File: src/rtl/tlf_pkg.sv
package tlf_pkg;

    localparam int BYTE_W         = 8;
    localparam int COL_W          = 7;
    localparam int MCOL_W         = 6;
    localparam int HOLD_DEPTH_DEF = 64;
    localparam int TAB_STOP_DEF   = 8;

    localparam logic [BYTE_W-1:0] CH_TAB     = 8'd9;
    localparam logic [BYTE_W-1:0] CH_NEWLINE = 8'd10;
    localparam logic [BYTE_W-1:0] CH_SPACE   = 8'd32;

    localparam logic [MCOL_W-1:0] MAX_COL_RESET = 6'd60;

    // source of an output word
    typedef enum logic [1:0] {
        SRC_CH  = 2'd0,
        SRC_NL  = 2'd1,
        SRC_RAM = 2'd2
    } t_src;

    typedef struct packed {
        logic load;       // latch input word and work out its plan
        logic start_pre;  // begin flushing the old held bytes
        logic start_fin;  // begin streaming the held bytes at the end of the word
        logic rd;         // read hold RAM at current index, advance index
        logic wr;         // store the input byte in the hold RAM
        logic emit;       // load the output register
        t_src src;
        logic last;
        logic fin;        // emitted word belongs to the final stream
    } t_dp_cmd;

    typedef struct packed {
        logic pre;        // old held bytes go out first
        logic wr;         // input byte is held
        logic nl_ins;     // fold: newline goes in
        logic emit_ch;    // input byte goes straight out
        logic stream;     // held bytes go out at the end
        logic more;       // stream has bytes left to read
        logic out_free;   // output register can take a word
    } t_dp_status;

endpackage

File: src/rtl/tlf_ram.sv
module tlf_ram #(
    parameter int WIDTH = tlf_pkg::BYTE_W,
    parameter int DEPTH = tlf_pkg::HOLD_DEPTH_DEF,
    localparam int AW   = $clog2(DEPTH)
) (
    input  logic             i_clk,
    input  logic             i_we,
    input  logic [AW-1:0]    i_waddr,
    input  logic [WIDTH-1:0] i_wdata,
    input  logic             i_re,
    input  logic [AW-1:0]    i_raddr,
    output logic [WIDTH-1:0] o_rdata
);

    logic [WIDTH-1:0] r_mem [DEPTH];
    logic [WIDTH-1:0] r_rdata;

    always_ff @(posedge i_clk) begin
        if (i_we) begin
            r_mem[i_waddr] <= i_wdata;
        end
        if (i_re) begin
            r_rdata <= r_mem[i_raddr];
        end
    end

    assign o_rdata = r_rdata;

endmodule

File: src/rtl/tlf_datapath.sv
module tlf_datapath #(
    parameter int HOLD_DEPTH = tlf_pkg::HOLD_DEPTH_DEF,
    parameter int TAB_STOP   = tlf_pkg::TAB_STOP_DEF
) (
    input  logic                          i_clk,
    input  logic                          i_rst_n,
    input  logic [tlf_pkg::BYTE_W-1:0]    i_ch,
    input  logic                          i_end,
    input  logic                          i_cfg_we,
    input  logic [tlf_pkg::MCOL_W-1:0]    i_cfg_data,
    input  tlf_pkg::t_dp_cmd              i_cmd,
    output tlf_pkg::t_dp_status           o_status,
    output logic                          o_out_valid,
    input  logic                          i_out_ready,
    output logic [tlf_pkg::BYTE_W-1:0]    o_out_char,
    output logic                          o_out_last
);

    import tlf_pkg::*;

    localparam int AW = $clog2(HOLD_DEPTH);
    localparam int HW = $clog2(HOLD_DEPTH + 1);
    localparam int PW = $clog2(TAB_STOP);

    // column plus its offset from the last tab stop
    typedef struct packed {
        logic [COL_W-1:0] col;
        logic [PW-1:0]    ph;
    } t_pos;

    function automatic t_pos advance(t_pos p, logic [BYTE_W-1:0] c);
        t_pos q;
        if (c == CH_TAB) begin
            q.col = p.col + (COL_W'(TAB_STOP) - COL_W'(p.ph));
            q.ph  = '0;
        end else begin
            q.col = p.col + COL_W'(1);
            q.ph  = (p.ph == PW'(TAB_STOP - 1)) ? '0 : p.ph + PW'(1);
        end
        return q;
    endfunction

    logic [MCOL_W-1:0] r_max_col, n_max_col;
    t_pos              r_pos, n_pos;
    logic              r_in_word, n_in_word;
    logic              r_cand, n_cand;
    logic [HW-1:0]     r_held, n_held;
    logic [BYTE_W-1:0] r_ch, n_ch;
    logic              r_pre, n_pre;
    logic              r_wr, n_wr;
    logic              r_nl_ins, n_nl_ins;
    logic              r_emit_ch, n_emit_ch;
    logic              r_stream, n_stream;
    logic              r_recomp, n_recomp;
    logic [HW-1:0]     r_pre_len, n_pre_len;
    logic [HW-1:0]     r_fin_len, n_fin_len;
    logic [HW-1:0]     r_idx, n_idx;
    logic [HW-1:0]     r_len, n_len;
    logic              r_out_valid, n_out_valid;
    logic [BYTE_W-1:0] r_out_char, n_out_char;
    logic              r_out_last, n_out_last;

    logic              is_nl, blank, brk, cand1, full, direct, pre, fold, stream;
    logic [HW-1:0]     h2;
    t_pos              adv, adv0;
    logic [BYTE_W-1:0] ram_rdata;
    logic [AW-1:0]     wr_addr;

    assign is_nl  = (i_ch == CH_NEWLINE);
    assign blank  = (i_ch == CH_TAB) | is_nl | (i_ch == CH_SPACE);
    assign brk    = r_in_word & blank;
    assign cand1  = r_cand | brk;
    assign full   = cand1 & ~brk & (r_held >= HW'(HOLD_DEPTH));
    assign direct = ~cand1 | full;
    assign pre    = (brk & (r_held != '0)) | full;
    assign h2     = direct ? '0 : (brk ? HW'(1) : r_held + HW'(1));
    assign adv    = advance(r_pos, i_ch);
    assign adv0   = advance('0, i_ch);
    assign fold   = ~is_nl & (adv.col >= COL_W'(r_max_col));
    assign stream = ~direct & (is_nl | fold | i_end);

    assign wr_addr = AW'(r_fin_len - HW'(1));

    tlf_ram #(
        .WIDTH (BYTE_W),
        .DEPTH (HOLD_DEPTH)
    ) u_ram (
        .i_clk   (i_clk),
        .i_we    (i_cmd.wr),
        .i_waddr (wr_addr),
        .i_wdata (r_ch),
        .i_re    (i_cmd.rd),
        .i_raddr (r_idx[AW-1:0]),
        .o_rdata (ram_rdata)
    );

    always_comb begin
        n_max_col   = r_max_col;
        n_pos       = r_pos;
        n_in_word   = r_in_word;
        n_cand      = r_cand;
        n_held      = r_held;
        n_ch        = r_ch;
        n_pre       = r_pre;
        n_wr        = r_wr;
        n_nl_ins    = r_nl_ins;
        n_emit_ch   = r_emit_ch;
        n_stream    = r_stream;
        n_recomp    = r_recomp;
        n_pre_len   = r_pre_len;
        n_fin_len   = r_fin_len;
        n_idx       = r_idx;
        n_len       = r_len;
        n_out_valid = r_out_valid;
        n_out_char  = r_out_char;
        n_out_last  = r_out_last;

        if (i_cfg_we) begin
            n_max_col = i_cfg_data;
        end

        if (i_cmd.load) begin
            n_ch      = i_ch;
            n_pre     = pre;
            n_pre_len = r_held;
            n_fin_len = h2;
            n_wr      = ~direct;
            n_nl_ins  = fold;
            n_emit_ch = direct;
            n_stream  = stream;
            n_recomp  = fold & ~direct;
            if (is_nl) begin
                n_pos     = '0;
                n_in_word = 1'b0;
                n_cand    = 1'b0;
                n_held    = '0;
            end else if (fold) begin
                // column is rebuilt over the held bytes as they go out
                n_pos     = direct ? adv0 : '0;
                n_in_word = 1'b0;
                n_cand    = 1'b0;
                n_held    = '0;
            end else begin
                n_pos     = adv;
                n_in_word = ~blank;
                n_cand    = ~i_end & cand1 & ~full;
                n_held    = i_end ? '0 : h2;
            end
        end

        if (i_cmd.start_pre) begin
            n_idx = '0;
            n_len = r_pre_len;
        end
        if (i_cmd.start_fin) begin
            n_idx = '0;
            n_len = r_fin_len;
        end
        if (i_cmd.rd) begin
            n_idx = r_idx + HW'(1);
        end

        if (i_cmd.emit & i_cmd.fin & r_recomp) begin
            n_pos = advance(r_pos, ram_rdata);
        end

        if (i_cmd.emit) begin
            n_out_valid = 1'b1;
            n_out_last  = i_cmd.last;
            case (i_cmd.src)
                SRC_CH:  n_out_char = r_ch;
                SRC_NL:  n_out_char = CH_NEWLINE;
                SRC_RAM: n_out_char = ram_rdata;
                default: n_out_char = r_ch;
            endcase
        end else if (i_out_ready) begin
            n_out_valid = 1'b0;
        end
    end

    always_ff @(posedge i_clk) begin
        if (!i_rst_n) begin
            r_max_col   <= MAX_COL_RESET;
            r_pos       <= '0;
            r_in_word   <= 1'b0;
            r_cand      <= 1'b0;
            r_held      <= '0;
            r_pre       <= 1'b0;
            r_wr        <= 1'b0;
            r_nl_ins    <= 1'b0;
            r_emit_ch   <= 1'b0;
            r_stream    <= 1'b0;
            r_recomp    <= 1'b0;
            r_out_valid <= 1'b0;
        end else begin
            r_max_col   <= n_max_col;
            r_pos       <= n_pos;
            r_in_word   <= n_in_word;
            r_cand      <= n_cand;
            r_held      <= n_held;
            r_pre       <= n_pre;
            r_wr        <= n_wr;
            r_nl_ins    <= n_nl_ins;
            r_emit_ch   <= n_emit_ch;
            r_stream    <= n_stream;
            r_recomp    <= n_recomp;
            r_out_valid <= n_out_valid;
        end
        r_ch       <= n_ch;
        r_pre_len  <= n_pre_len;
        r_fin_len  <= n_fin_len;
        r_idx      <= n_idx;
        r_len      <= n_len;
        r_out_char <= n_out_char;
        r_out_last <= n_out_last;
    end

    assign o_status.pre      = r_pre;
    assign o_status.wr       = r_wr;
    assign o_status.nl_ins   = r_nl_ins;
    assign o_status.emit_ch  = r_emit_ch;
    assign o_status.stream   = r_stream;
    assign o_status.more     = (r_idx != r_len);
    assign o_status.out_free = ~r_out_valid | i_out_ready;

    assign o_out_valid = r_out_valid;
    assign o_out_char  = r_out_char;
    assign o_out_last  = r_out_last;

endmodule

File: src/rtl/tlf_ctrl.sv
module tlf_ctrl (
    input  logic                 i_clk,
    input  logic                 i_rst_n,
    input  logic                 i_in_valid,
    output logic                 o_in_ready,
    input  tlf_pkg::t_dp_status  i_status,
    output tlf_pkg::t_dp_cmd     o_cmd
);

    import tlf_pkg::*;

    typedef enum logic [8:0] {
        S_IDLE     = 9'b000000001,
        S_DISPATCH = 9'b000000010,
        S_PRE_RD   = 9'b000000100,
        S_PRE_OUT  = 9'b000001000,
        S_WRITE    = 9'b000010000,
        S_NL       = 9'b000100000,
        S_CH       = 9'b001000000,
        S_FIN_RD   = 9'b010000000,
        S_FIN_OUT  = 9'b100000000
    } t_state;

    t_state r_state, n_state;

    always_comb begin
        n_state    = r_state;
        o_cmd      = '0;
        o_cmd.src  = SRC_CH;
        o_in_ready = 1'b0;
        case (r_state)
            S_IDLE: begin
                o_in_ready = 1'b1;
                if (i_in_valid) begin
                    o_cmd.load = 1'b1;
                    n_state    = S_DISPATCH;
                end
            end
            S_DISPATCH: begin
                if (i_status.pre) begin
                    o_cmd.start_pre = 1'b1;
                    n_state         = S_PRE_RD;
                end else begin
                    n_state = S_WRITE;
                end
            end
            S_PRE_RD: begin
                o_cmd.rd = 1'b1;
                n_state  = S_PRE_OUT;
            end
            S_PRE_OUT: begin
                if (i_status.out_free) begin
                    o_cmd.emit = 1'b1;
                    o_cmd.src  = SRC_RAM;
                    o_cmd.last = ~i_status.more & ~i_status.emit_ch & ~i_status.stream;
                    if (i_status.more) begin
                        o_cmd.rd = 1'b1;
                    end else begin
                        n_state = S_WRITE;
                    end
                end
            end
            S_WRITE: begin
                o_cmd.wr = i_status.wr;
                if (i_status.nl_ins) begin
                    n_state = S_NL;
                end else if (i_status.emit_ch) begin
                    n_state = S_CH;
                end else if (i_status.stream) begin
                    o_cmd.start_fin = 1'b1;
                    n_state         = S_FIN_RD;
                end else begin
                    n_state = S_IDLE;
                end
            end
            S_NL: begin
                if (i_status.out_free) begin
                    o_cmd.emit = 1'b1;
                    o_cmd.src  = SRC_NL;
                    if (i_status.emit_ch) begin
                        n_state = S_CH;
                    end else begin
                        o_cmd.start_fin = 1'b1;
                        n_state         = S_FIN_RD;
                    end
                end
            end
            S_CH: begin
                if (i_status.out_free) begin
                    o_cmd.emit = 1'b1;
                    o_cmd.src  = SRC_CH;
                    o_cmd.last = 1'b1;
                    n_state    = S_IDLE;
                end
            end
            S_FIN_RD: begin
                o_cmd.rd = 1'b1;
                n_state  = S_FIN_OUT;
            end
            S_FIN_OUT: begin
                if (i_status.out_free) begin
                    o_cmd.emit = 1'b1;
                    o_cmd.src  = SRC_RAM;
                    o_cmd.fin  = 1'b1;
                    o_cmd.last = ~i_status.more;
                    if (i_status.more) begin
                        o_cmd.rd = 1'b1;
                    end else begin
                        n_state = S_IDLE;
                    end
                end
            end
            default: begin
                n_state = S_IDLE;
            end
        endcase
    end

    always_ff @(posedge i_clk) begin
        if (!i_rst_n) begin
            r_state <= S_IDLE;
        end else begin
            r_state <= n_state;
        end
    end

endmodule

File: src/rtl/text_line_folder_core.sv
// Channel      Dir  Fields (low bit first)            Takes a word when
// s_axis       in   tdata: ch[7:0]; tlast: end_of_text  tvalid & tready
// m_axis       out  tdata: out_char[7:0]; tlast: last   tvalid & tready
// cfg          in   data: max_column[5:0]               valid & ready
//
// A straight-out byte steps through accept, plan, store and emit; a byte only held skips the emit.
// Flushing held bytes first adds a read ahead of their emits, an inserted newline adds its emit,
// and streaming held bytes after it adds a read and takes the place of the emit; the single read
// port of the hold RAM sets that pace, one byte per cycle while m_axis does not stall.
// i_rst_n is synchronous, active low; the hold RAM is not cleared, only its
// fill count is, so no sweep follows reset.
// A stalled m_axis holds the sequencer at its next word; s_axis is ready only between bytes.
module text_line_folder_core #(
    parameter int HOLD_DEPTH = tlf_pkg::HOLD_DEPTH_DEF,
    parameter int TAB_STOP   = tlf_pkg::TAB_STOP_DEF
) (
    input  logic                        i_clk,
    input  logic                        i_rst_n,
    // input text bytes
    input  logic                        i_s_axis_tvalid,
    output logic                        o_s_axis_tready,
    input  logic [tlf_pkg::BYTE_W-1:0]  i_s_axis_tdata,   // ch[7:0]
    input  logic                        i_s_axis_tlast,   // end_of_text
    // folded text out
    output logic                        o_m_axis_tvalid,
    input  logic                        i_m_axis_tready,
    output logic [tlf_pkg::BYTE_W-1:0]  o_m_axis_tdata,   // out_char[7:0]
    output logic                        o_m_axis_tlast,   // last word for this input byte
    // fold column register
    input  logic                        i_cfg_valid,
    output logic                        o_cfg_ready,
    input  logic [tlf_pkg::MCOL_W-1:0]  i_cfg_data
);

    import tlf_pkg::*;

    t_dp_cmd    cmd;
    t_dp_status status;

    // register writes land at once; the user must only write while idle; not enforced by the block
    assign o_cfg_ready = 1'b1;

    // sequencer: walks each byte through flush, store, fold and emit steps
    tlf_ctrl u_ctrl (
        .i_clk      (i_clk),
        .i_rst_n    (i_rst_n),
        .i_in_valid (i_s_axis_tvalid),
        .o_in_ready (o_s_axis_tready),
        .i_status   (status),
        .o_cmd      (cmd)
    );

    // column tracking, break candidate, hold RAM and output word register
    tlf_datapath #(
        .HOLD_DEPTH (HOLD_DEPTH),
        .TAB_STOP   (TAB_STOP)
    ) u_datapath (
        .i_clk       (i_clk),
        .i_rst_n     (i_rst_n),
        .i_ch        (i_s_axis_tdata),
        .i_end       (i_s_axis_tlast),
        .i_cfg_we    (i_cfg_valid),
        .i_cfg_data  (i_cfg_data),
        .i_cmd       (cmd),
        .o_status    (status),
        .o_out_valid (o_m_axis_tvalid),
        .i_out_ready (i_m_axis_tready),
        .o_out_char  (o_m_axis_tdata),
        .o_out_last  (o_m_axis_tlast)
    );

endmodule

File: config.mk
export PLATFORM = sky130hd
export DESIGN_NAME = text_line_folder_core
export DESIGN_NICKNAME = d
export VERILOG_FILES = /design/src/rtl/tlf_pkg.sv /design/src/rtl/tlf_ram.sv /design/src/rtl/tlf_datapath.sv /design/src/rtl/tlf_ctrl.sv /design/src/rtl/text_line_folder_core.sv
export SDC_FILE = /design/constraint.sdc
export NUM_CORES = 1
export LEC_CHECK = 0
export BUFFER_PORTS_ARGS = -buffer_cell sky130_fd_sc_hd__buf_2
export CORE_MARGIN = 1.5
export CORE_UTILIZATION = 60
export DETAILED_ROUTE_END_ITERATION = 16
export HOLD_SLACK_MARGIN = 0.02
export PLACE_DENSITY = 0.87
export SLEW_MARGIN = 0
export SYNTH_ARGS = -nofsm -noshare
export SYNTH_HDL_FRONTEND = slang
export SYNTH_SLANG_ARGS = --single-unit
File: constraint.sdc
create_clock -name i_clk -period 8.7 [get_ports i_clk]
set_input_delay 1.74 -clock i_clk [delete_from_list [all_inputs] [get_ports i_clk]]
set_output_delay 1.74 -clock i_clk [all_outputs]
set_load 0.005 [all_outputs]
==> flow_summary.yaml, run 1 <==
route:
  vias: 13400
  postRouteWirelength_mm: 56.2
  dr.pass1.iters: 11
  drc: 1
  wire_per_inst_um: 28.8
  wl_met1_mm: 20.6
  drt_iter0_drc: 1872
  drt-vias-per-instance: 6.85
  wl_met3_mm: 5.23
  met2WireLength_mm: 28.0
  ant_nets: 0
  routed.top_layer: "met4"
setup_path:
  cp_slowest_cell: "a21oi_1"
  crit_fanout: 10
  worst_ep_arrival_time_ps: 5250
  cp_common_cell: "o21ai_0"
  path_delay_family: "compound AO/OA/AOI/OAI gates"
  critPathRequiredTime_ps: 9190
  critPathBufInv: 1
  startpoint_type: "primary input"
  crit_chain: "buf_2, nor4_1, nand3_1, o21ai_0, ha_1, nand2b_1, a31oi_1, o21ai_0, a21oi_1, a2111oi_0, a221o_1"
  worstSetupEndpointType: "flip-flop"
  path_class: "primary input to flip-flop"
  cp_slowest_stage_delay_ps: 720
sta:
  post-route-period-util: 0.547
  hold_viol: 0
  setup_viol: 0
  tightest_slew_ps: 1120
  fmax_mhz: 210
  drv_slew: 0
  tns_ps: 0
  layout_min_cycle_time_ps: 4760
  rsz0062_at_grt: "false"
  skew_ps: 20.7
  slew_headroom: 0.250
layout:
  drive_above_1_share: 0.214
  final_core_util: 0.664
  fin_cells: 1951
  fin_nets: 1418
  diodes: 0
  fillers: 2454
  syn_to_final_growth_pct: 9.42
power_and_ir_drop:
  power.density_mw_per_mm2: 217
  power.leakage_uw: 0.00858
  peakVddDrop_v: 0.000159
logic_synthesis:
  synthTopCellsByArea: "edfxtp_1, mux4_2, dfxtp_1"
  synth_ff_type: "edfxtp_1"
  synth_warnings: 0
  synth-seq-cells: 606
  ys_seq_area_frac: 0.718
  synth.largest_area_cell: "edfxtp_1"
  syn_nets: 1379
  syn_inst: 1338
  syn_area_mm2: 0.0248
  synth_async_sr_flop_share: 0
  yosysUniqueCellTypes: 75
  synth_edf_count: 565
  synth.avg_cell_area_um2: 18.5
  netlist.area_leader.share: 0.684
placement:
  place_hpwl_mm: 31.3
  port_buffers: 30
  gp_congestion: 0.880
  dp.cells: 1852
global_route:
  grt_pass1_vias: 13300
  antenna_found_initial: 0
  grt_pass1_wl_mm: 84.1
  overflow: 0
  grt_use_total: 0.274
  grt_start_max_net_pins: 134
status:
  outcome: "finished, violations left"
  violations: "DRC"
clocking:
  cts_buffer_depth: 3
  insertion_delay_ps: 600
  cts_hold_buf: 0
  cts_max_level: 2
  clock_sinks: 606
  cts.clk_slew.worst_paths_ps: 70
  ctsResizeCount: 0
  postCtsSetupBuffers: 0
  clk_root_buffer_cell: "clkbuf_16"
  cts_made_buffers: 55
  cts_tree: "done"
job:
  cap_violations: 0
floorplanning:
  initial_core_util: 0.607
  coreArea_mm2: 0.0408
  dieArea_mm2: 0.0425
  dieWidth_um: 206
  io_pins: 32
  rows: 74
  die_h_um: 206
min_path:
  hold_class: "flip-flop to flip-flop"
Yosys cell counts (all sizes together) (10+ instances only):
master	count
nand3	28
inv	22
o21ai	29
mux2i	10
dfxtp	41
nor2b	11
nor2	113
mux4	160
clkbuf	28
nor3	15
a22o	13
xnor2	18
a22oi	19
ha	20
buf	35
edfxtp	565
mux2	10
xor2	12
a21oi	30
nand2	58
report_power, final:
| part | leakage [uW] | internal (uW) | total (uW) | switching, uW |
|---|---|---|---|---|
| sequential | 0.00544 | 3250 | 3280 | 28.7 |
| combinational | 0.00234 | 84.3 | 300 | 216 |
| clock | 0.000805 | 1250 | 2300 | 1050 |
layout by cell type, fill, tap and decap left out, drive strengths merged, types with 8 or more instances in the layout:
cell type  instances
nor3              15
nand2             58
ha                20
and3               8
a22oi             19
a22o              13
o21ai             29
nand3             28
a21oi             30
clkinv            26
xor2              12
inv               22
clkbuf            66
xnor2             18
nor2             113
mux4             160
nor4               8
mux2              10
dfxtp             41
nor2b             11
buf               45
edfxtp           565
nand2b             9
mux2i             10
sequential cells by signal (all words and copies together), names as in the netlist, 6 cells and up:
signal and cells:
u_datapath.u_ram.r_mem 512, u_datapath.r_held 7, u_datapath.r_ch 8, u_datapath.r_max_col 6
u_datapath.r_pos 10, u_datapath.r_len 7, u_datapath.u_ram.o_rdata 8, u_datapath.r_fin_len 7
u_ctrl.r_state 9, u_datapath.o_out_char 8, u_datapath.r_pre_len 7, u_datapath.r_idx 7
worst min-delay path: stages (launching register included):
cell and delay, ps:
dfxtp_1 300, inv_1 80, o211ai_1 80
stage by stage:
| step | worst slack (ps) | instance area, um^2 | total power (uW) | hold WS (ps) |
|---|---|---|---|---|
| 4_1_cts | 4070 | 27100 | 5890 | 501 |
| 3_3_place_gp | 3460 | 25500 | 3620 | 475 |
| 5_1_grt | 3660 | 27100 | 6030 | 535 |
| 2_1_floorplan | 4180 | 24800 | 3520 | 432 |
| 6_report | 3940 | 27100 | 5880 | 502 |
| 3_5_place_dp | 3440 | 25500 | 3630 | 492 |
cell type report:
cell class                 instances  area, um^2  share of cell area
clock inverter                    33         211             0.00780
tap                              532         666              0.0245
timing repair buffer              45         275              0.0101
multi-input combinational        646        6640               0.245
sequential                       606       17800               0.656
clock buffer                      66        1460              0.0538
inverter                          23        86.3             0.00318
per-layer routing:
layer	up-vias	GRT usage
li1	5511	-
met1	6771	0.362
met2	886	0.452
met3	188	0.0560
met4	0	0.105
met5	-	0
cells by family after synthesis:
family | Yosys count | share of synthesized area
and+or+nand+nor | 278 | 0.0543
other | 1 | 0.000151
buffers and inverters | 86 | 0.0147
muxes | 180 | 0.154
AOI/OAI and AO/OA | 136 | 0.0380
DFF | 606 | 0.718
xor gates and xnor gates | 30 | 0.0106
adders and majority gates | 21 | 0.0109
final timing paths:
path | cells past startpoint | from | slack (ps) | to
worst max-delay path | 11 | i_s_axis_tdata[4] | 3940 | u_datapath.r_pos[3]
worst min-delay path | 2 | u_datapath.r_max_col[3] | 500 | u_datapath.r_max_col[3]
worst max register to register | 13 | u_datapath.r_pos[0] | 4700 | u_datapath.r_pos[3]
worst min register to register | 2 | u_datapath.r_max_col[3] | 500 | u_datapath.r_max_col[3]
Power figures use the tool's default switching activity.
==> inputs of run 2 (changes only) <==
--- a/config.mk
+++ b/config.mk
@@ -7,7 +7,7 @@
 export LEC_CHECK = 0
 export BUFFER_PORTS_ARGS = -buffer_cell sky130_fd_sc_hd__buf_2
 export CORE_MARGIN = 1.5
-export CORE_UTILIZATION = 60
+export CORE_UTILIZATION = 57
 export DETAILED_ROUTE_END_ITERATION = 16
 export HOLD_SLACK_MARGIN = 0.02
 export PLACE_DENSITY = 0.87
==> constraint.sdc (replaced) <==
create_clock -name i_clk -period 4 [get_ports i_clk]
set_input_delay 0.8 -clock i_clk [delete_from_list [all_inputs] [get_ports i_clk]]
set_output_delay 0.8 -clock i_clk [all_outputs]
set_load 0.005 [all_outputs]
==> run 2 against run 1 <==
Against the previous run: the run now ends clean; critical path depth up 3; core utilization down 1.5 points; sequential power up 120%; wire length up 5.3%; clock-buffer cell count up 3; critical endpoint is now u_datapath.r_held[6]; largest power group unchanged.
==> flow_summary.yaml, run 2 (synthesis gave the netlist of run 1 again) <==
clocking:
  cts_tree: "done"
  clock_sinks: 606
  insertion_delay_ps: 630
  cts_max_level: 2
  cts_made_buffers: 58
  cts_hold_buf: 0
  cts_buffer_depth: 3
  cts.clk_slew.worst_paths_ps: 60
  clk_root_buffer_cell: "clkbuf_16"
  postCtsSetupBuffers: 0
  ctsResizeCount: 0
sta:
  skew_ps: 20.6
  fmax_mhz: 273
  drv_slew: 0
  tightest_slew_ps: 1330
  layout_min_cycle_time_ps: 3660
  post-route-period-util: 0.916
  rsz0062_at_grt: "false"
  hold_viol: 0
  slew_headroom: 0.111
  tns_ps: 0
  setup_viol: 0
  setup_slack_ps: 337
setup_path:
  startpoint_type: "flip-flop"
  path_class: "flip-flop to flip-flop"
  crit_fanout: 8
  reg2regPathDepth: 14
  worstSetupEndpointType: "flip-flop"
  worst_ep_arrival_time_ps: 4230
  critPathRequiredTime_ps: 4560
  r2r-start: "u_datapath.r_pos[0]"
  timing.rr.end: "u_datapath.r_held[6]"
  rrSetupSlack_ps: 340
layout:
  fin_nets: 1470
  largest_register_ffs: 512
  top_register: "u_datapath.u_ram.r_mem"
  final_area_mm2: 0.0279
  final_cell_mix: "edfxtp_1, mux4_2, nor2_1"
  final_core_util: 0.649
  drive_above_1_share: 0.247
  diodes: 0
  syn_to_final_growth_pct: 12.6
  final_common_cell: "edfxtp_1"
  top_regs: "u_datapath.u_ram.r_mem x512, u_datapath.r_pos x10, u_ctrl.r_state x9"
floorplanning:
  dieArea_mm2: 0.0448
  rows: 76
  die_h_um: 212
  initial_core_util: 0.577
  io_pins: 32
  coreArea_mm2: 0.0430
  dieWidth_um: 212
global_route:
  grt_start_max_net_pins: 78
  grt_pass1_wl_mm: 88.3
  overflow: 0
  grt_pass1_vias: 13700
  grt_use_total: 0.272
  antenna_found_initial: 1
route:
  postRouteWirelength_mm: 59.2
  dr.pass1.iters: 6
  ant_nets: 0
  wire_per_inst_um: 28.7
  drc: 0
  drt-vias-per-instance: 6.62
  drt_iter0_drc: 1980
  vias: 13600
power_and_ir_drop:
  power.leakage_uw: 0.00902
  power.density_mw_per_mm2: 482
  peakVddDrop_v: 0.000316
min_path:
  min_path_cells: 1
  hold_class: "primary input to flip-flop"
  worstHoldStart: "i_s_axis_tdata[4]"
  holdPathEnd: "u_datapath.r_ch[4]"
placement:
  dp_slack_ps: 184
  gp_congestion: 0.907
  post_dp_cell_area_mm2: 0.0259
  port_buffers: 30
  place_hpwl_mm: 33.9
job:
  cap_violations: 0
status:
  outcome: "finished, final reports clean"
## run 2: changes by cell type in the layout (fill, tap and decap cells not counted), moves of 2 or more
cell | previous run | this run
clkinv_2 | 10 | 12
clkinv_1 | 16 | 11
buf_16 | 0 | 2
bufinv_16 | 2 | 9
clkinvlp_4 | 6 | 2
inv_6 | 0 | 2
buf_12 | 1 | 4
clkbuf_16 | 57 | 59
buf_4 | 14 | 58
## run 2: metrics by stage
stage,hold WS (ps),instances,total power [uW]
floorplan,432,1338,7660
global placement,458,1952,7870
detailed placement,474,1952,7900
CTS,351,2058,13500
global route,355,2060,13800
finish,374,2060,13500
## run 2: per-layer routing
layer / track usage / part of all wire / vias to the layer above
li1: - / - / 5608
met1: 0.359 / 0.36 / 6914
met2: 0.448 / 0.50 / 956
met3: 0.0584 / 0.10 / 155
met4: 0.105 / 0.039 / 2
met5: 0 / 0.00019 / -
## run 2: final cells by class
cell class                      count  area, um^2
Clock buffer                       69        1520
Clock inverter                     37         425
Fill cell                        2686       15100
Inverter                           23        86.3
Multi-Input combinational cell    646        6640
Sequential cell                   606       17800
Tap cell                          585         732
Timing Repair Buffer               94         721
## run 2: worst max-delay path by stage
stage                             start              endpoint  slack (ps)  cells past startpoint
detailed placement    i_s_axis_tdata[2]  u_datapath.r_held[0]         180                     13
floorplan             i_s_axis_tdata[2]   u_datapath.r_stream         420                     10
CTS                 u_datapath.r_pos[0]  u_datapath.r_held[6]         350                     14
finish              u_datapath.r_pos[0]  u_datapath.r_held[6]         340                     14
global placement      i_s_axis_tdata[2]   u_datapath.r_stream         250                     12
global route        u_datapath.r_pos[0]     u_datapath.r_cand          70                     14
## run 2: critical path, stage by stage, from the launching register on
cell and delay (ps):
dfxtp_1 430, inv_1 110, ha_1 360, fa_1 440, a21o_1 190, a21oi_1 190, mux2i_1 120, xnor2_1 210
ha_1 280, a21oi_1 130, o21ai_0 120, a21o_1 220, buf_4 160, nor4_4 450, a22o_1 210
## run 2: power by group
group / total (uW) / internal, uW / switching, uW
Combinational: 644 / 198 / 447
Clock: 5670 / 3300 / 2370
Sequential: 7150 / 7070 / 80.9
Total: 13500 / 10600 / 2900
==> inputs of run 3 (changes only) <==
--- a/config.mk
+++ b/config.mk
@@ -10,7 +10,7 @@
 export CORE_UTILIZATION = 57
 export DETAILED_ROUTE_END_ITERATION = 16
 export HOLD_SLACK_MARGIN = 0.02
-export PLACE_DENSITY = 0.87
+export PLACE_DENSITY = 0.74
 export SLEW_MARGIN = 0
 export SYNTH_ARGS = -nofsm -noshare
 export SYNTH_HDL_FRONTEND = slang
==> run 3 against run 2 <==
Against the previous run: worst hold slack better by 11 ps; setup slack hardly changed; clock skew is 1.8 ps higher; critical path depth is 1 lower; clock power is 6.3% lower; critical path type unchanged; largest power group unchanged.
==> flow_summary.yaml, run 3 (synthesis gave the netlist of run 1 again) <==
power_and_ir_drop:
  power.leakage_uw: 0.00898
  internal_power_uw: 10300
  clkPwrFrac: 0.406
  power.density_mw_per_mm2: 470
  seqPwrFrac: 0.548
  combPwrFrac: 0.046
  power.switching_uw: 2790
  power_switching_share: 0.213
  peakVddDrop_v: 0.000386
clocking:
  cts.clk_slew.worst_paths_ps: 60
  cts_made_buffers: 60
  postCtsSetupBuffers: 0
  cts_max_level: 2
  cts_buffer_depth: 3
  insertion_delay_ps: 620
  clock_sinks: 606
  clk_root_buffer_cell: "clkbuf_16"
  cts_hold_buf: 0
  cts_tree: "done"
setup_path:
  crit_fanout: 7
  timing.rr.end: "u_datapath.r_stream"
  path_class: "flip-flop to flip-flop"
  critPathBufInv: 1
  crit_chain: "inv_1, ha_1, fa_1, a21o_1, a21oi_1, mux2i_1, xnor2_1, ha_1, a21oi_1, o21ai_0, a21o_1, or4_1, a32o_1"
  r2r-start: "u_datapath.r_pos[0]"
  path_delay_family: "compound AO/OA/AOI/OAI gates"
  cp_slowest_stage_delay_ps: 480
  critPathRequiredTime_ps: 4490
  rrSetupSlack_ps: 340
  cp_slowest_cell: "or4_1"
  worstSetupEndpointType: "flip-flop"
  worst_ep_arrival_time_ps: 4160
  startpoint_type: "flip-flop"
  reg2regPathDepth: 13
route:
  drt_iter0_drc: 1299
  wl_met1_mm: 21.0
  routed.top_layer: "met4"
  wl_met3_mm: 4.01
  drc: 0
  dr.pass1.iters: 5
  vias: 12700
  drt-vias-per-instance: 6.17
  ant_nets: 0
  wire_per_inst_um: 25.1
  met2WireLength_mm: 25.5
  postRouteWirelength_mm: 51.9
global_route:
  grt_pass1_vias: 13100
  antenna_found_initial: 0
  overflow: 0
  grt_pass1_wl_mm: 80.0
  grt_start_max_net_pins: 91
  grt_use_total: 0.244
layout:
  top_regs: "u_datapath.u_ram.r_mem x512, u_datapath.r_pos x10, u_ctrl.r_state x9"
  fillers: 2926
  syn_to_final_growth_pct: 12.2
  largest_register_ffs: 512
  final_cell_mix: "edfxtp_1, mux4_2, nor2_1"
  fin_nets: 1478
  final_common_cell: "edfxtp_1"
  final_area_mm2: 0.0278
  final_core_util: 0.647
  diodes: 0
  drive_above_1_share: 0.246
  top_register: "u_datapath.u_ram.r_mem"
status:
  outcome: "finished, final reports clean"
placement:
  port_buffers: 30
  dp_slack_ps: -76.8
  place_hpwl_mm: 31.8
  gp_congestion: 0.891
  post_dp_cell_area_mm2: 0.0260
sta:
  post-route-period-util: 0.916
  layout_min_cycle_time_ps: 3660
  tns_ps: 0
  slew_headroom: 0.0738
  rsz0062_at_grt: "false"
  tightest_slew_ps: 1390
  hold_viol: 0
  skew_ps: 22.4
  drv_slew: 0
  fmax_mhz: 273
  setup_slack_ps: 337
  setup_viol: 0
floorplanning:
  die_h_um: 212
  initial_core_util: 0.577
  io_pins: 32
  coreArea_mm2: 0.0430
  rows: 76
  dieWidth_um: 212
  dieArea_mm2: 0.0448
job:
  cap_violations: 0
min_path:
  hold_class: "primary input to flip-flop"
  holdPathEnd: "u_datapath.r_ch[6]"
  worstHoldStart: "i_s_axis_tdata[6]"
  min_path_cells: 1
run 3: area by class of cell:
cell class | instances | area [um^2] | share of cell area
Multi-Input combinational cell | 646 | 6640 | 0.239
Inverter | 23 | 86.3 | 0.00310
Clock buffer | 73 | 1610 | 0.0580
Timing Repair Buffer | 100 | 713 | 0.0256
Sequential cell | 606 | 17800 | 0.640
Tap cell | 585 | 732 | 0.0263
Clock inverter | 33 | 238 | 0.00855
run 3: worst max-delay path by stage:
stage                                   start                   to  cells past startpoint
after global placement      i_s_axis_tdata[2]  u_datapath.r_stream                     11
after detailed placement    i_s_axis_tdata[2]  u_datapath.r_stream                     11
after CTS                 u_datapath.r_pos[0]  u_datapath.r_stream                     13
after global routing      u_datapath.r_pos[1]  u_datapath.r_stream                     13
final                     u_datapath.r_pos[0]  u_datapath.r_stream                     13
after floorplan             i_s_axis_tdata[2]  u_datapath.r_stream                     10
run 3: stage by stage:
stage | hold WS [ps] | std cells | total power, uW
after floorplan | 432 | 1338 | 7660
after global placement | 473 | 1960 | 7870
after detailed placement | 481 | 1960 | 7900
after CTS | 352 | 2066 | 13200
after global routing | 354 | 2066 | 13500
final | 385 | 2066 | 13100
run 3: per-layer routing:
metal,vias to the layer above,track usage
met1,6542,0.342
met5,-,0
met4,0,0.0739
li1,5620,-
met3,98,0.0524
met2,486,0.389
run 3: what timing repair did:
action,CTS,global route
endpoints found under the setup margin,0,1
resized for setup,0,1
endpoints found under the hold margin,0,0
run 3: power groups by stage:
stage | combinational, uW | sequential, uW | clock, uW
CTS | 607 | 7160 | 5390
floorplan | 342 | 7320 | 0
detailed placement | 606 | 7290 | 0
global placement | 585 | 7290 | 0
global route | 681 | 7170 | 5630
finish | 605 | 7160 | 5310
